**src/rtl/bgc_pkg.sv**
```systemverilog
`timescale 1ns / 1ps

package bgc_pkg;

   localparam int CFG_W       = 20;
   localparam int GESTURE_W   = 3;
   localparam int REQ_TDATA_W = 8;
   localparam int RSP_TDATA_W = 24;
   localparam int CSR_ADDR_W  = 4;
   localparam int CSR_DATA_W  = 32;

   // Gesture codes
   localparam logic [GESTURE_W-1:0] GEST_SINGLE    = 3'd0;
   localparam logic [GESTURE_W-1:0] GEST_DOUBLE    = 3'd1;
   localparam logic [GESTURE_W-1:0] GEST_LONG      = 3'd2;
   localparam logic [GESTURE_W-1:0] GEST_VERY_LONG = 3'd3;
   localparam logic [GESTURE_W-1:0] GEST_UNKNOWN   = 3'd4;

   // Register indexes (byte address / 4)
   localparam logic [1:0] REG_SHORT_LIMIT = 2'd0;
   localparam logic [1:0] REG_LONG_LOW    = 2'd1;
   localparam logic [1:0] REG_LONG_HIGH   = 2'd2;
   localparam logic [1:0] REG_WINDOW      = 2'd3;

   localparam logic [CFG_W-1:0] SHORT_LIMIT_RST = 20'd1000;
   localparam logic [CFG_W-1:0] LONG_LOW_RST    = 20'd3000;
   localparam logic [CFG_W-1:0] LONG_HIGH_RST   = 20'd8000;
   localparam logic [CFG_W-1:0] WINDOW_RST      = 20'd500;

   typedef struct packed {
      logic [CFG_W-1:0] short_limit_ms;
      logic [CFG_W-1:0] long_low_ms;
      logic [CFG_W-1:0] long_high_ms;
      logic [CFG_W-1:0] window_ms;
   } cfg_type;

   typedef struct packed {
      logic                 valid;
      logic [GESTURE_W-1:0] gesture;
      logic [CFG_W-1:0]     first_duration_ms;
   } res_type;

endpackage

```
**src/rtl/bgc_core.sv**
```systemverilog
`timescale 1ns / 1ps

module bgc_core #(
   parameter int TIMER_WIDTH = 20
) (
   input  logic            clock,
   input  logic            reset,
   input  logic            tick_valid,
   input  logic            pin_level,
   input  bgc_pkg::cfg_type cfg,
   output bgc_pkg::res_type res
);
   import bgc_pkg::*;

   localparam int TW = TIMER_WIDTH;
   localparam int CW = (TIMER_WIDTH > CFG_W) ? TIMER_WIDTH : CFG_W;

   localparam logic [1:0] PH_IDLE = 2'd0;
   localparam logic [1:0] PH_HELD = 2'd1;
   localparam logic [1:0] PH_WAIT = 2'd2;

   localparam logic [TW-1:0] T_ONE  = TW'(1);
   localparam logic [CW-1:0] OUT_MAX = CW'({CFG_W{1'b1}});

   logic [1:0]    phase_ff,  phase_in;
   logic [TW-1:0] press_ff,  press_in;
   logic [TW-1:0] win_ff,    win_in;
   logic [TW-1:0] d0_ff,     d0_in;
   logic [TW-1:0] d1_ff,     d1_in;
   logic [1:0]    count_ff,  count_in;

   logic          pressed;
   logic [TW-1:0] win_inc;
   logic          win_done;
   logic          emit;
   logic [CW-1:0] d0_x, d1_x;
   logic [GESTURE_W-1:0] gesture;

   function automatic logic [TW-1:0] sat_inc(input logic [TW-1:0] v);
      return (&v) ? v : v + T_ONE;
   endfunction

   assign pressed  = ~pin_level;
   assign win_inc  = sat_inc(win_ff);
   assign win_done = CW'(win_inc) >= CW'(cfg.window_ms);

   always_comb begin
      phase_in = phase_ff;
      press_in = press_ff;
      win_in   = win_ff;
      d0_in    = d0_ff;
      d1_in    = d1_ff;
      count_in = count_ff;
      emit     = 1'b0;
      unique case (phase_ff)
         PH_HELD: begin
            win_in = win_inc;
            if (pressed) begin
               press_in = sat_inc(press_ff);
            end else begin
               if (count_ff == 2'd0) d0_in = press_ff;
               if (count_ff == 2'd1) d1_in = press_ff;
               if (count_ff != 2'd3) count_in = count_ff + 2'd1;
               phase_in = PH_WAIT;
               emit     = win_done;
            end
         end
         PH_WAIT: begin
            win_in = win_inc;
            emit   = win_done;
            if (pressed) begin
               phase_in = PH_HELD;
               press_in = T_ONE;
               win_in   = T_ONE;
            end
         end
         default: begin
            phase_in = PH_IDLE;
            if (pressed) begin
               phase_in = PH_HELD;
               press_in = T_ONE;
               win_in   = T_ONE;
            end
         end
      endcase
   end

   // Classify from the durations as they stand after this tick's store
   assign d0_x = CW'(d0_in);
   assign d1_x = CW'(d1_in);

   always_comb begin
      if (d0_x < CW'(cfg.short_limit_ms) && count_in == 2'd1)
         gesture = GEST_SINGLE;
      else if (d0_x < CW'(cfg.short_limit_ms) && count_in >= 2'd2
               && d1_x < CW'(cfg.short_limit_ms))
         gesture = GEST_DOUBLE;
      else if (d0_x >= CW'(cfg.long_low_ms) && d0_x < CW'(cfg.long_high_ms))
         gesture = GEST_LONG;
      else if (d0_x > CW'(cfg.long_high_ms))
         gesture = GEST_VERY_LONG;
      else
         gesture = GEST_UNKNOWN;
   end

   always_comb begin
      res.valid             = tick_valid & emit;
      res.gesture           = gesture;
      res.first_duration_ms = (d0_x > OUT_MAX) ? {CFG_W{1'b1}} : CFG_W'(d0_x);
   end

   always_ff @(posedge clock) begin
      if (reset) begin
         phase_ff <= PH_IDLE;
         press_ff <= '0;
         win_ff   <= '0;
         d0_ff    <= '0;
         d1_ff    <= '0;
         count_ff <= '0;
      end else if (tick_valid) begin
         if (emit) begin
            // Clear the sequence, then start a new one on a press
            phase_ff <= pressed ? PH_HELD : PH_IDLE;
            press_ff <= pressed ? T_ONE : '0;
            win_ff   <= pressed ? T_ONE : '0;
            d0_ff    <= '0;
            d1_ff    <= '0;
            count_ff <= '0;
         end else begin
            phase_ff <= phase_in;
            press_ff <= press_in;
            win_ff   <= win_in;
            d0_ff    <= d0_in;
            d1_ff    <= d1_in;
            count_ff <= count_in;
         end
      end
   end

endmodule

```
**src/rtl/button_gesture_classifier.sv**
```systemverilog
`timescale 1ns / 1ps

// Button gesture classifier.
// Feed one request per millisecond tick on req_*: req_tdata[0] is the sampled
// button pin, active low. Each press is timed by a saturating counter; after
// a release, once the follow-up window (counted from the last press start)
// has run out, one result leaves on rsp_*: gesture code and first press time.
// Registers sit on an APB-style port at 0x0 short limit, 0x4 long low,
// 0x8 long high, 0xC window; write them only while no tick is in flight.
// A result enters the main result register (or the skid entry, if that one is
// held) as its tick is accepted. Throughput: one request per cycle; the whole
// tick update is one short combinational pass from the state registers into
// the result register, so nothing limits the rate but the output buffer.
// Stall: a main result register plus one skid entry; req_tready drops only
// when both hold results, and comes back once the receiver takes one.
// Reset: synchronous, clears the tick state and the result buffer, and loads
// the register defaults (1000, 3000, 8000, 500 ms). No clearing pass.
module button_gesture_classifier #(
   parameter int TIMER_WIDTH = 20
) (
   input  logic                                clock,
   input  logic                                reset,
   // request channel
   input  logic                                req_tvalid,
   output logic                                req_tready,
   input  logic [bgc_pkg::REQ_TDATA_W-1:0]     req_tdata,  // [0] pin_level, [7:1] zero
   // result channel
   output logic                                rsp_tvalid,
   input  logic                                rsp_tready,
   output logic [bgc_pkg::RSP_TDATA_W-1:0]     rsp_tdata,  // [2:0] gesture,
                                                           // [22:3] first_duration_ms,
                                                           // [23] zero
   // configuration
   input  logic                                csr_psel,
   input  logic                                csr_penable,
   input  logic                                csr_pwrite,
   input  logic [bgc_pkg::CSR_ADDR_W-1:0]      csr_paddr,
   input  logic [bgc_pkg::CSR_DATA_W-1:0]      csr_pwdata,
   output logic [bgc_pkg::CSR_DATA_W-1:0]      csr_prdata,
   output logic                                csr_pready
);
   import bgc_pkg::*;

   cfg_type cfg_ff;
   res_type res;

   logic [RSP_TDATA_W-1:0] main_data_ff, main_data_in;
   logic [RSP_TDATA_W-1:0] skid_data_ff, skid_data_in;
   logic                   main_valid_ff, main_valid_in;
   logic                   skid_valid_ff, skid_valid_in;

   logic                   accept;
   logic                   push;
   logic                   pop;
   logic [1:0]             reg_index;
   logic                   csr_write;
   logic [RSP_TDATA_W-1:0] new_data;

   // ---------------- configuration port ----------------
   assign csr_pready = 1'b1;
   assign reg_index  = csr_paddr[3:2];
   assign csr_write  = csr_psel & csr_penable & csr_pwrite & csr_pready;

   always_ff @(posedge clock) begin
      if (reset) begin
         cfg_ff.short_limit_ms <= SHORT_LIMIT_RST;
         cfg_ff.long_low_ms    <= LONG_LOW_RST;
         cfg_ff.long_high_ms   <= LONG_HIGH_RST;
         cfg_ff.window_ms      <= WINDOW_RST;
      end else if (csr_write) begin
         unique case (reg_index)
            REG_SHORT_LIMIT: cfg_ff.short_limit_ms <= csr_pwdata[CFG_W-1:0];
            REG_LONG_LOW:    cfg_ff.long_low_ms    <= csr_pwdata[CFG_W-1:0];
            REG_LONG_HIGH:   cfg_ff.long_high_ms   <= csr_pwdata[CFG_W-1:0];
            REG_WINDOW:      cfg_ff.window_ms      <= csr_pwdata[CFG_W-1:0];
            default: ;
         endcase
      end
   end

   // Read back the addressed register, zero-extended
   always_comb begin
      unique case (reg_index)
         REG_SHORT_LIMIT: csr_prdata = CSR_DATA_W'(cfg_ff.short_limit_ms);
         REG_LONG_LOW:    csr_prdata = CSR_DATA_W'(cfg_ff.long_low_ms);
         REG_LONG_HIGH:   csr_prdata = CSR_DATA_W'(cfg_ff.long_high_ms);
         REG_WINDOW:      csr_prdata = CSR_DATA_W'(cfg_ff.window_ms);
         default:         csr_prdata = '0;
      endcase
   end

   // ---------------- tick processing ----------------
   // Take a tick whenever the skid entry is free; the state advances on accept
   assign req_tready = ~skid_valid_ff;
   assign accept     = req_tvalid & req_tready;

   bgc_core #(
      .TIMER_WIDTH (TIMER_WIDTH)
   ) u_core (
      .clock      (clock),
      .reset      (reset),
      .tick_valid (accept),
      .pin_level  (req_tdata[0]),
      .cfg        (cfg_ff),
      .res        (res)
   );

   assign new_data = {1'b0, res.first_duration_ms, res.gesture};
   assign push     = res.valid;
   assign pop      = main_valid_ff & rsp_tready;

   // ---------------- result buffer: main register plus skid ----------------
   always_comb begin
      main_valid_in = main_valid_ff;
      main_data_in  = main_data_ff;
      skid_valid_in = skid_valid_ff;
      skid_data_in  = skid_data_ff;
      if (pop) begin
         if (skid_valid_ff) begin
            // Advance the skid entry; no push can arrive while it is full
            main_valid_in = 1'b1;
            main_data_in  = skid_data_ff;
            skid_valid_in = 1'b0;
         end else begin
            main_valid_in = push;
            main_data_in  = new_data;
         end
      end else if (push) begin
         if (!main_valid_ff) begin
            main_valid_in = 1'b1;
            main_data_in  = new_data;
         end else begin
            // Hold the main result; park the new one
            skid_valid_in = 1'b1;
            skid_data_in  = new_data;
         end
      end
   end

   always_ff @(posedge clock) begin
      if (reset) begin
         main_valid_ff <= 1'b0;
         skid_valid_ff <= 1'b0;
      end else begin
         main_valid_ff <= main_valid_in;
         skid_valid_ff <= skid_valid_in;
      end
   end

   always_ff @(posedge clock) begin
      main_data_ff <= main_data_in;
      skid_data_ff <= skid_data_in;
   end

   assign rsp_tvalid = main_valid_ff;
   assign rsp_tdata  = main_data_ff;

endmodule

```
**config.mk**
```make
export PLATFORM = sky130hd
export DESIGN_NAME = button_gesture_classifier
export DESIGN_NICKNAME = d
export VERILOG_FILES = /design/src/rtl/bgc_pkg.sv /design/src/rtl/bgc_core.sv /design/src/rtl/button_gesture_classifier.sv
export SDC_FILE = /design/constraint.sdc
export NUM_CORES = 1
export LEC_CHECK = 0
export BUFFER_PORTS_ARGS = -buffer_cell sky130_fd_sc_hd__buf_2
export CORE_MARGIN = 1.5
export CORE_UTILIZATION = 50
export CTS_CLUSTER_SIZE = 24
export DETAILED_ROUTE_END_ITERATION = 8
export PLACE_DENSITY_LB_ADDON = 0.2
export SYNTH_ARGS = -nofsm -noshare
export SYNTH_HDL_FRONTEND = slang
export SYNTH_SLANG_ARGS = --single-unit
```
**constraint.sdc**
```tcl
create_clock -name clock -period 9.4 [get_ports clock]
set_input_delay 1.88 -clock clock [delete_from_list [all_inputs] [get_ports clock]]
set_output_delay 1.88 -clock clock [all_outputs]
set_load 0.02 [all_outputs]
```
# Yosys cells after proc, flatten, opt, wreduce, memory -nomap -nowiden
# Index checks and enable logic that the tools add are counted.
dict set report totals {
  in_bits 51
  output_inout_bits 59
  wordCells 108
  ff_bits 213
}
dict set report op_classes {
  bitwise 7
  n_mux 42
  eq_ne 14
  n_reduce_logical 20
  add_sub_neg 3
  order_cmp 8
}
# cell n
set ops {}
lappend ops {{20-bit 2-to-1 mux} 17}
lappend ops {{32-bit case mux with 4 select lines} 1}
lappend ops {{24-bit 2-to-1 mux} 3}
lappend ops {{20-bit < comparator} 3}
lappend ops {{20-bit by 1-bit adder with 20-bit output (second input constant)} 2}
lappend ops {{20-bit greater-or-equal comparator} 2}
lappend ops {{20-bit case mux with 2 select lines} 1}
lappend ops {{20-bit AND reduction} 2}
lappend ops {{23-bit 2-to-1 mux} 1}
lappend ops {{20-bit > comparator} 1}
lappend ops {{20-bit > comparator (second input constant)} 1}
lappend ops {{2-bit 2-to-1 mux} 7}
lappend ops {{2-bit AND reduction} 7}
lappend ops {{3-bit 2-to-1 mux} 4}
lappend ops {{3-bit by 2-bit != test with 1-bit output (second input constant)} 3}
lappend ops {{3-bit AND reduction} 3}
lappend ops {{2-bit by 1-bit equality test with 1-bit output (second input constant)} 4}
lappend ops {{2-bit equality test (second input constant)} 3}
lappend ops {{1-bit 2-to-1 mux} 6}
lappend ops {{1-bit bitwise AND} 5}
lappend ops {{1-bit logical AND} 4}
lappend ops {{2-bit logical NOT} 2}
lappend ops {{2-bit by 1-bit != test with 1-bit output (second input constant)} 2}
lappend ops {{4-bit by 1-bit != test with 1-bit output (second input constant)} 1}
lappend ops {{8 further kinds} 9}

# Logic depth before layout (Yosys ltp)
# Gate-level depths: netlist (run 1).
dict set report logic_depth {
  word_depth 12
  ltp_mapped 20
  mapped_depth_nobuf 15
}

# Hierarchy
# From an unflattened synthesis (run 1), not the netlist that was laid out.
dict set report hier_totals {
  hier_cells 1376
  area_unflattened_um2 12619.6
}
# module seq_area_each_um2 cells_each area_per_inst_um2 instances
set modules_own_cells {}
lappend modules_own_cells {bgc_core 1681.6 936 7083.0 1}
lappend modules_own_cells {button_gesture_classifier 3022.9 440 5536.6 1}

# Worst setup path before layout (run 1)
# OpenSTA, ideal clock, no wires.
dict set report synth_path {
  kind {input-to-reg}
  from {input req_tdata[0] in the netlist's numbering}
  to {register main_data_ff[0], in the netlist rsp_tdata[0] (data pin)}
  path_buffers 4
  stages 14
  setup_ps 260
  setup_slack_ps 4059
  required_time_ps 9140
  arrival_time_ps 5081
  path_cell_list {buf_2 > and4bb_2 > clkbuf_1 > buf_2 > buf_2 > mux2_2 > ha_1 > and4_1 > nand4_1 > a211oi_1 > nor4b_1 > o32ai_1 > o31a_1 > mux2_2}
}
# item line_no
set synth_lines {}
lappend synth_lines {{start, declared} button_gesture_classifier.sv:26} ;# input logic [bgc_pkg::REQ_TDATA_W-1:0] req_tdata,
lappend synth_lines {{end signal, assigned} button_gesture_classifier.sv:151} ;# main_data_ff <= main_data_in;
lappend synth_lines {{end, declared} button_gesture_classifier.sv:47} ;# logic [RSP_TDATA_W-1:0] main_data_ff, main_data_in;

# Worst setup path after layout (run 1)
dict set report layout_path {
  from {register u_core.win_ff[3]}
  to {register skid_data_ff[22], enable pin}
}
dict set report layout_between {
  elab_chain_len 7
  elab_cells_between_ends 8
  cone_classes {1 x add/sub; 1 x order compare; 3 x mux; 1 x bitwise; 2 x reduce/logical}
}
# item line_no
set layout_lines {}
lappend layout_lines {{start, declared} bgc_core.sv:27} ;# logic [TW-1:0] win_ff, win_in;
lappend layout_lines {{start signal, assigned} bgc_core.sv:125} ;# win_ff <= pressed ? T_ONE : '0;
lappend layout_lines {{start signal, assigned} bgc_core.sv:132} ;# win_ff <= win_in;
lappend layout_lines {{20-bit by 1-bit adder with 20-bit output or 20-bit AND reduction (tied branches)} bgc_core.sv:40} ;# return (&v) ? v : v + T_ONE;
lappend layout_lines {{20-bit 2-to-1 mux *} bgc_core.sv:40}
lappend layout_lines {{20-bit greater-or-equal comparator *} bgc_core.sv:45} ;# assign win_done = CW'(win_inc) >= CW'(cfg.window_ms);
lappend layout_lines {{1-bit 2-to-1 mux} bgc_core.sv:58} ;# if (pressed) begin
lappend layout_lines {{1-bit case mux with 2 select lines *} bgc_core.sv:55} ;# unique case (phase_ff)
lappend layout_lines {{1-bit bitwise AND *} bgc_core.sv:107} ;# res.valid = tick_valid & emit;
lappend layout_lines {{3-bit AND reduction (no source line) *} --}
lappend layout_lines {{end signal, assigned} button_gesture_classifier.sv:152} ;# skid_data_ff <= skid_data_in;
lappend layout_lines {{end, declared} button_gesture_classifier.sv:48} ;# logic [RSP_TDATA_W-1:0] skid_data_ff, skid_data_in;
# Every way passes the cells marked *; elsewhere a longest branch is shown, timed or not.
# A chain may end at the register's enable or synchronous reset.

==> impl_metrics.prom, run 1 <==
# TYPE chip_impl_metric gauge
chip_impl_info{name="status",value="completed"} 1
chip_impl_metric{name="holdBufCountCts",unit=""} 0
chip_impl_metric{name="detailed_place_hpwl",unit="µm"} 23100
chip_impl_metric{name="floorplan.die.height",unit="µm"} 161
chip_impl_metric{name="required",unit="ps"} 9550
chip_impl_metric{name="row_count",unit=""} 57
chip_impl_metric{name="detail_route.first_pass.iterations",unit=""} 6
chip_impl_metric{name="setup_viol",unit=""} 0
chip_impl_metric{name="synth-adder-area-share",unit="%"} 10.4
chip_impl_metric{name="drt_drc_violations_left",unit=""} 0
chip_impl_metric{name="timing.reg2reg.setup_slack",unit="ps"} 3950
chip_impl_metric{name="clk_pin_slew",unit="ps"} 60
chip_impl_metric{name="global_route.overflow_total",unit=""} 0
chip_impl_metric{name="grt_max_degree",unit=""} 86
chip_impl_metric{name="max-cap-violations",unit=""} 0
chip_impl_metric{name="cts-resized-gates",unit=""} 0
chip_impl_info{name="cts_root_buffer",value="sky130_fd_sc_hd__clkbuf_16"} 1
chip_impl_metric{name="clk_latency",unit="ps"} 540
chip_impl_metric{name="count_of_mapped_cells_out_of_synthesis",unit=""} 1433
chip_impl_metric{name="cts.htree.levels",unit=""} 1
chip_impl_metric{name="fill_cells",unit=""} 2288
chip_impl_metric{name="drt-vias-per-instance",unit=""} 5.88
chip_impl_info{name="most_common_library_cell_in_the_layout_ignoring_fill_and_taps",value="sky130_fd_sc_hd__nand2_1"} 1
chip_impl_info{name="hold-path-endpoint",value="u_core.d1_ff[8]"} 1
chip_impl_metric{name="cts_inserted_buffers",unit=""} 25
chip_impl_metric{name="min_period_over_period",unit="%"} 58.0
chip_impl_metric{name="grt_pass1_wl",unit="µm"} 52500
chip_impl_metric{name="synth-compound-area-share",unit="%"} 16.6
chip_impl_info{name="layout.cells.most_common_list",value="sky130_fd_sc_hd__nand2_1 (238), sky130_fd_sc_hd__dfxtp_1 (166), sky130_fd_sc_hd__a21oi_1 (142)"} 1
chip_impl_metric{name="finalWorstSetupSlack",unit="ps"} 3950
chip_impl_metric{name="post_drt_wl_per_cell",unit="µm"} 18.1
chip_impl_info{name="maxUsedRoutingLayer",value="met4"} 1
chip_impl_metric{name="final_slew_violations",unit=""} 0
chip_impl_metric{name="antenna_found_initial",unit=""} 0
chip_impl_metric{name="gp_weighted_congestion",unit=""} 0.881
chip_impl_metric{name="p_leak",unit="nW"} 5.51
chip_impl_info{name="regToRegEndpoint",value="skid_data_ff[22]"} 1
chip_impl_metric{name="synth_enable_flop_cells",unit=""} 46
chip_impl_metric{name="cts.repair_timing.setup_buffer_count",unit=""} 0
chip_impl_metric{name="synthesis.yosys.warnings",unit=""} 0
chip_impl_metric{name="sequential_cell_area",unit="µm²"} 4700
chip_impl_metric{name="floorplan.die.width",unit="µm"} 161
chip_impl_metric{name="synth-xor-area-share",unit="%"} 0.916
chip_impl_metric{name="worst_pin_slew",unit="ps"} 1170
chip_impl_metric{name="power_density",unit="nW/µm²"} 147
chip_impl_metric{name="multiInputGateArea",unit="µm²"} 6980
chip_impl_metric{name="final_layout_size_suffix_gt1_share",unit="%"} 14.6
chip_impl_info{name="most_instantiated_flip_flop_cell_in_the_synthesis_netlist",value="sky130_fd_sc_hd__dfxtp_1"} 1
chip_impl_metric{name="met3_wirelength",unit="µm"} 2280
chip_impl_metric{name="ys_ff_latch",unit=""} 212
chip_impl_metric{name="routed-via-count",unit=""} 10600
chip_impl_metric{name="final_nets",unit=""} 1618
chip_impl_metric{name="hold_viol_final",unit=""} 0
chip_impl_metric{name="clock_path_buffers",unit=""} 3
chip_impl_info{name="synth_top_cells_by_area",value="sky130_fd_sc_hd__dfxtp_1 (27%), sky130_fd_sc_hd__edfxtp_1 (11%), sky130_fd_sc_hd__ha_1 (10%)"} 1
chip_impl_metric{name="synth.top_cell.area_share",unit="%"} 26.7
chip_impl_metric{name="finalWirelength",unit="µm"} 32700
chip_impl_metric{name="routedLengthMet1",unit="µm"} 15100
chip_impl_metric{name="num_io_pins",unit=""} 110
chip_impl_info{name="worstSetupStartpointType",value="flop"} 1
chip_impl_metric{name="number_of_global_route_vias_before_repair",unit=""} 9982
chip_impl_info{name="setup_repair_after_global_routing_missed_its_margin",value="no"} 1
chip_impl_metric{name="yosysUniqueCellTypes",unit=""} 76
chip_impl_info{name="netlist.top_cell.by_area",value="sky130_fd_sc_hd__dfxtp_1"} 1
chip_impl_info{name="setup.worst_path.end_class",value="flop"} 1
chip_impl_metric{name="track_usage",unit="%"} 25.3
chip_impl_metric{name="synth-async-reset-ratio",unit="%"} 0
chip_impl_metric{name="initial_core_util",unit="%"} 51.0
chip_impl_metric{name="post_synth.cell_area_avg",unit="µm²"} 8.68
chip_impl_metric{name="drt_iter0_markers",unit=""} 901
chip_impl_info{name="holdCritPathClass",value="flop to flop"} 1
chip_impl_metric{name="muxShareOfSynthArea",unit="%"} 8.52
chip_impl_metric{name="timing.final.crit_period",unit="ps"} 5450
chip_impl_info{name="cts_tree",value="built"} 1
chip_impl_metric{name="worst-path-max-fanout",unit=""} 23
chip_impl_metric{name="synthSimpleGateAreaFrac",unit="%"} 19.1
chip_impl_metric{name="cts.sink_count",unit=""} 212
chip_impl_metric{name="synth.cell_area",unit="µm²"} 12400
chip_impl_info{name="reg_to_reg_start",value="u_core.win_ff[3]"} 1
chip_impl_metric{name="pre_cts_ws",unit="ps"} 3640
chip_impl_info{name="synth_top_family_by_area",value="simple AND/OR/NAND/NOR gates"} 1
chip_impl_metric{name="area_delta_synth_final",unit="%"} 10.3
chip_impl_metric{name="antennaDiodeCount",unit=""} 0
chip_impl_metric{name="dieArea",unit="µm²"} 25800
chip_impl_metric{name="synth-seq-area-share",unit="%"} 37.8
chip_impl_metric{name="headroom_to_the_max_slew_limit",unit="%"} 22.0
chip_impl_metric{name="antenna_left",unit=""} 0
chip_impl_info{name="criticalPathCategory",value="flop to flop"} 1
chip_impl_metric{name="setup_tns",unit="ps"} 0
chip_impl_metric{name="ff2ff_path_depth",unit=""} 14
chip_impl_metric{name="arrival",unit="ps"} 5600
chip_impl_info{name="start_point_of_the_worst_hold_path",value="u_core.d1_ff[8]"} 1
chip_impl_metric{name="skew",unit="ps"} 22.5
chip_impl_metric{name="peakVddDrop",unit="V"} 0.000135
chip_impl_metric{name="buffer_ports.inserted",unit=""} 74
chip_impl_metric{name="met2RoutedLength",unit="µm"} 14400
chip_impl_metric{name="core_area",unit="µm²"} 24400
chip_impl_metric{name="min_path_cells",unit=""} 2
chip_impl_metric{name="achievable-frequency",unit="GHz"} 0.183
sequential cells by signal, indices dropped and copies added (netlist names), 20 cells and up:
signal / count
cfg_ff: 80
rsp_tdata: 23
skid_data_ff: 23
u_core.d0_ff: 20
u_core.d1_ff: 20
u_core.press_ff: 20
u_core.win_ff: 20
worst max-delay path by stage:
stage                           startpoint          endpoint  depth (start not counted)
after floorplan               req_tdata[0]      rsp_tdata[0]                         14
after global placement        req_tdata[0]      rsp_tdata[1]                         12
after detailed placement      req_tdata[0]      rsp_tdata[1]                         12
after CTS                 u_core.win_ff[3]  skid_data_ff[22]                         14
after global routing      u_core.win_ff[3]  skid_data_ff[22]                         14
final                     u_core.win_ff[3]  skid_data_ff[22]                         14
stage by stage:
step,hold slack (ps),area [µm²],util [%],power [mW],std cells
floorplan,428,12500,-,1.05,1445
global placement,434,12900,53.0,1.09,1761
detailed placement,443,12900,53.0,1.09,1761
CTS,449,13700,56.2,2.03,1807
global route,464,13700,56.2,2.07,1807
finish,448,13700,56.2,2.01,1807
critical path, cell delays in order (launching register included):
cell and delay (ps):
sky130_fd_sc_hd__dfxtp_1 450, sky130_fd_sc_hd__nand4_1 180, sky130_fd_sc_hd__nor3_1 420, sky130_fd_sc_hd__nand4_1 550
sky130_fd_sc_hd__nand2_1 400, sky130_fd_sc_hd__or3_1 170, sky130_fd_sc_hd__or2_2 120, sky130_fd_sc_hd__nand2b_1 60
sky130_fd_sc_hd__ha_1 290, sky130_fd_sc_hd__nand4_1 180, sky130_fd_sc_hd__nor3_1 290, sky130_fd_sc_hd__a221o_1 540
sky130_fd_sc_hd__o211a_1 240, sky130_fd_sc_hd__buf_4 270, sky130_fd_sc_hd__and3_1 880
report_power, final:
part | internal, mW | switching [mW]
Clock | 0.549 | 0.394
Combinational | 0.0412 | 0.0910
Sequential | 0.933 | 0.00669
Total | 1.52 | 0.491
kinds of logic (layout without fill, tap and decap cells):
group	count (synthesis)	after routing
other	2	14
buffers and inverters	192	230
xor gates and xnor gates	13	13
muxes	74	74
and+or+nand+nor	519	519
AOI/OAI and AO/OA	318	318
DFF	212	212
adders and majority gates	103	103
cell usage after synthesis, types with 4 or more instances:
cell                        count
sky130_fd_sc_hd__clkbuf_1      53
sky130_fd_sc_hd__and2_1         6
sky130_fd_sc_hd__buf_2         15
sky130_fd_sc_hd__a211o_1       10
sky130_fd_sc_hd__xnor2_1       10
sky130_fd_sc_hd__nand2_1      238
sky130_fd_sc_hd__inv_1         97
sky130_fd_sc_hd__a22o_1        14
sky130_fd_sc_hd__o21a_1         5
sky130_fd_sc_hd__or3_1          7
sky130_fd_sc_hd__nor2b_1        7
sky130_fd_sc_hd__nor3_1        13
sky130_fd_sc_hd__o21ai_0       29
sky130_fd_sc_hd__or2_2          4
sky130_fd_sc_hd__buf_1          8
sky130_fd_sc_hd__dfxtp_1      166
sky130_fd_sc_hd__nand2b_1       8
sky130_fd_sc_hd__ha_1         103
sky130_fd_sc_hd__mux2_2        51
sky130_fd_sc_hd__nor2_1        93
sky130_fd_sc_hd__a21oi_1      142
sky130_fd_sc_hd__a2111oi_0      9
sky130_fd_sc_hd__edfxtp_1      46
sky130_fd_sc_hd__and3_1        18
sky130_fd_sc_hd__nand3_1       78
sky130_fd_sc_hd__nand4_1       20
sky130_fd_sc_hd__a21o_1        14
sky130_fd_sc_hd__mux4_2        20
sky130_fd_sc_hd__o2111ai_1      5
sky130_fd_sc_hd__o211ai_1      44
sky130_fd_sc_hd__and4_1         8
sky130_fd_sc_hd__a211oi_1      11
sky130_fd_sc_hd__buf_4         16
cell type report:
cell class	instances	area share (%)
well taps	324	2.96
repair buffers	86	3.38
flip-flops and latches	212	34.3
clock inverters	10	0.593
clock buffers	36	5.16
multi-input cells	1041	50.9
inverters	98	2.68
routing by layer:
layer	global-route usage [%]	up-vias
met2	40.1	390
met4	8.54	0
li1	-	5163
met1	35.6	4994
met3	3.43	70
met5	0	-
Power figures use the tool's default switching activity.
==> inputs of run 2 (changes only) <==
- ABC_AREA: default -> 1
- clock period: 9.4 -> 5.2 ns (I/O delays scaled with it)
==> run 2 against run 1 <==
Net effect:
- sequential power up 86%
- largest power group unchanged
- first-iteration DRC count up 12%
- combinational power rose to 3.5 times the previous value
- via count up 7.4%
==> impl_metrics.prom, run 2 <==
# TYPE chip_impl_metric gauge
chip_impl_metric{name="cts.htree.levels",unit=""} 1
chip_impl_info{name="most_common_library_cell_in_the_layout_ignoring_fill_and_taps",value="sky130_fd_sc_hd__nand2_1"} 1
chip_impl_metric{name="synth-async-reset-ratio",unit="%"} 0
chip_impl_metric{name="setup_viol",unit=""} 0
chip_impl_info{name="layout.cells.most_common_list",value="sky130_fd_sc_hd__nand2_1 (399), sky130_fd_sc_hd__o21ai_0 (196), sky130_fd_sc_hd__a21oi_1 (194)"} 1
chip_impl_info{name="criticalPathCategory",value="flop to flop"} 1
chip_impl_metric{name="total_power",unit="mW"} 4.17
chip_impl_metric{name="power_density",unit="nW/µm²"} 300
chip_impl_metric{name="synthSimpleGateAreaFrac",unit="%"} 21.9
chip_impl_info{name="netlist.top_cell.by_area",value="sky130_fd_sc_hd__dfxtp_1"} 1
chip_impl_metric{name="detailed_place_hpwl",unit="µm"} 24900
chip_impl_metric{name="antennaDiodeCount",unit=""} 0
chip_impl_metric{name="post_synth.cell_area_avg",unit="µm²"} 7.34
chip_impl_metric{name="grt_max_degree",unit=""} 63
chip_impl_metric{name="arrival",unit="ps"} 4450
chip_impl_metric{name="final_slew_violations",unit=""} 0
chip_impl_metric{name="synthesis.yosys.warnings",unit=""} 0
chip_impl_metric{name="clk_latency",unit="ps"} 530
chip_impl_metric{name="synth-seq-area-share",unit="%"} 38.0
chip_impl_metric{name="dieArea",unit="µm²"} 25700
chip_impl_metric{name="synth-adder-area-share",unit="%"} 10.4
chip_impl_metric{name="skew",unit="ps"} 15.0
chip_impl_metric{name="synth-xor-area-share",unit="%"} 1.84
chip_impl_info{name="cts_tree",value="built"} 1
chip_impl_metric{name="number_of_global_route_vias_before_repair",unit=""} 10500
chip_impl_metric{name="p_leak",unit="nW"} 5.97
chip_impl_metric{name="detail_route.first_pass.iterations",unit=""} 5
chip_impl_metric{name="synth.cell_area",unit="µm²"} 12400
chip_impl_metric{name="setup_tns",unit="ps"} 0
chip_impl_metric{name="timing.final.crit_period",unit="ps"} 4200
chip_impl_metric{name="muxShareOfSynthArea",unit="%"} 0
chip_impl_metric{name="area_delta_synth_final",unit="%"} 12.4
chip_impl_info{name="worstSetupStartpointType",value="flop"} 1
chip_impl_metric{name="peakVddDrop",unit="V"} 0.000263
chip_impl_metric{name="cts.repair_timing.setup_buffer_count",unit=""} 0
chip_impl_info{name="synth_top_family_by_area",value="simple AND/OR/NAND/NOR gates"} 1
chip_impl_info{name="synth_top_cells_by_count",value="sky130_fd_sc_hd__nand2_1 (399), sky130_fd_sc_hd__o21ai_0 (197), sky130_fd_sc_hd__a21oi_1 (194)"} 1
chip_impl_metric{name="row_count",unit=""} 57
chip_impl_metric{name="floorplan.die.width",unit="µm"} 160
chip_impl_metric{name="required",unit="ps"} 5450
chip_impl_metric{name="drt-vias-per-instance",unit=""} 5.48
chip_impl_metric{name="cts_inserted_buffers",unit=""} 25
chip_impl_metric{name="clock_path_buffers",unit=""} 3
chip_impl_metric{name="final_nets",unit=""} 1893
chip_impl_metric{name="cts-resized-gates",unit=""} 0
chip_impl_metric{name="initial_core_util",unit="%"} 50.9
chip_impl_metric{name="hold_viol_final",unit=""} 0
chip_impl_metric{name="ys_ff_latch",unit=""} 212
chip_impl_metric{name="achievable-frequency",unit="GHz"} 0.238
chip_impl_metric{name="post_drt_wl_per_cell",unit="µm"} 16.5
chip_impl_metric{name="track_usage",unit="%"} 26.9
chip_impl_info{name="synth_top_cells_by_area",value="sky130_fd_sc_hd__dfxtp_1 (27%), sky130_fd_sc_hd__nand2_1 (12%), sky130_fd_sc_hd__edfxtp_1 (11%)"} 1
chip_impl_metric{name="yosysUniqueCellTypes",unit=""} 45
chip_impl_metric{name="drt_drc_violations_left",unit=""} 0
chip_impl_metric{name="worst_pin_slew",unit="ps"} 962
chip_impl_metric{name="synth-compound-area-share",unit="%"} 18.6
chip_impl_metric{name="final_layout_size_suffix_gt1_share",unit="%"} 9.95
chip_impl_info{name="register_with_the_most_flip_flops",value="cfg_ff"} 1
chip_impl_info{name="holdCritPathClass",value="flop to flop"} 1
chip_impl_metric{name="cts.sink_count",unit=""} 212
chip_impl_metric{name="largest_register_ff_count",unit=""} 80
chip_impl_metric{name="clk_pin_slew",unit="ps"} 60
chip_impl_metric{name="max-cap-violations",unit=""} 0
chip_impl_metric{name="finalWirelength",unit="µm"} 34300
chip_impl_metric{name="gp_weighted_congestion",unit=""} 0.963
chip_impl_metric{name="drt_iter0_markers",unit=""} 1011
chip_impl_metric{name="grt_pass1_wl",unit="µm"} 55600
chip_impl_metric{name="headroom_to_the_max_slew_limit",unit="%"} 35.8
chip_impl_metric{name="synth_enable_flop_cells",unit=""} 46
chip_impl_metric{name="core_area",unit="µm²"} 24300
chip_impl_info{name="cts_root_buffer",value="sky130_fd_sc_hd__clkbuf_16"} 1
chip_impl_info{name="setup.worst_path.end_class",value="flop"} 1
chip_impl_metric{name="holdBufCountCts",unit=""} 0
chip_impl_metric{name="min_period_over_period",unit="%"} 80.8
chip_impl_metric{name="synth.top_cell.area_share",unit="%"} 26.9
chip_impl_metric{name="count_of_mapped_cells_out_of_synthesis",unit=""} 1686
chip_impl_info{name="status",value="completed"} 1
chip_impl_metric{name="buffer_ports.inserted",unit=""} 74
chip_impl_info{name="most_instantiated_flip_flop_cell_in_the_synthesis_netlist",value="sky130_fd_sc_hd__dfxtp_1"} 1
chip_impl_metric{name="antenna_found_initial",unit=""} 0
chip_impl_metric{name="worst-path-max-fanout",unit=""} 39
chip_impl_metric{name="global_route.overflow_total",unit=""} 0
chip_impl_metric{name="antenna_left",unit=""} 0
chip_impl_metric{name="routed-via-count",unit=""} 11400
chip_impl_info{name="yosysMostFrequentCell",value="sky130_fd_sc_hd__nand2_1"} 1
chip_impl_info{name="setup_repair_after_global_routing_missed_its_margin",value="no"} 1
chip_impl_metric{name="floorplan.die.height",unit="µm"} 160
chip_impl_metric{name="num_io_pins",unit=""} 110
## run 2: worst paths after layout
check / startpoint / to / slack [ps] / cells after the start
max reg2reg: u_core.phase_ff[0] / rsp_tdata[1] / 1000 / 16
min reg2reg: u_core.d1_ff[15] / u_core.d1_ff[15] / 460 / 2
max: u_core.phase_ff[0] / rsp_tdata[1] / 1000 / 16
min: u_core.d1_ff[15] / u_core.d1_ff[15] / 460 / 2
## run 2: layout make-up
| type | count | area, µm² |
|---|---|---|
| inverters | 187 | 704 |
| clock inverters | 19 | 275 |
| flip-flops and latches | 212 | 4700 |
| repair buffers | 103 | 601 |
| multi-input cells | 1210 | 6590 |
| well taps | 324 | 405 |
| clock buffers | 27 | 633 |
| fillers | 2308 | 10400 |
## run 2: report_power, final
group | switching (mW) | leakage [nW] | internal [mW] | total [mW]
clock network | 0.719 | 0.444 | 1.23 | 1.95
registers | 0.0327 | 1.77 | 1.72 | 1.75
logic | 0.336 | 3.76 | 0.132 | 0.468
## run 2: critical path: stages, from the launching register on
cell	delay, ps
sky130_fd_sc_hd__dfxtp_1	370
sky130_fd_sc_hd__ha_1	430
sky130_fd_sc_hd__nand2_1	250
sky130_fd_sc_hd__inv_1	150
sky130_fd_sc_hd__nand2_1	260
sky130_fd_sc_hd__buf_4	340
sky130_fd_sc_hd__o21ai_0	310
sky130_fd_sc_hd__buf_4	220
sky130_fd_sc_hd__ha_1	240
sky130_fd_sc_hd__nand2_1	90
sky130_fd_sc_hd__nor2_1	50
sky130_fd_sc_hd__a211oi_1	330
sky130_fd_sc_hd__nand2_1	120
sky130_fd_sc_hd__o21ai_0	400
sky130_fd_sc_hd__nand2_1	140
sky130_fd_sc_hd__nand3_1	140
sky130_fd_sc_hd__a21oi_1	80
## run 2: metal layers
| metal | wire [µm] | GRT usage, % | up-vias |
|---|---|---|---|
| met5 | 0 | 0 | - |
| met4 | 1100 | 9.01 | 0 |
| met1 | 15800 | 38.3 | 5247 |
| met2 | 15400 | 42.7 | 352 |
| met3 | 1960 | 2.92 | 61 |
| li1 | - | - | 5739 |
## run 2: stage by stage
stage	hold slack (ps)	area [µm²]	instances	utilization (%)	setup slack, ps
after floorplan	445	12400	1698	-	476
after global placement	452	13000	2036	53.5	744
after detailed placement	456	13000	2036	53.5	715
after CTS	465	13900	2082	57.2	981
after global routing	484	13900	2082	57.2	496
final	464	13900	2082	57.2	1000
## run 2: cell families after synthesis
family                     after synthesis
AOI/OAI and AO/OA                      438
xor gates and xnor gates                26
adders and majority gates              103
buffers and inverters                  276
DFF                                    212
other                                    2
and+or+nand+nor                        629
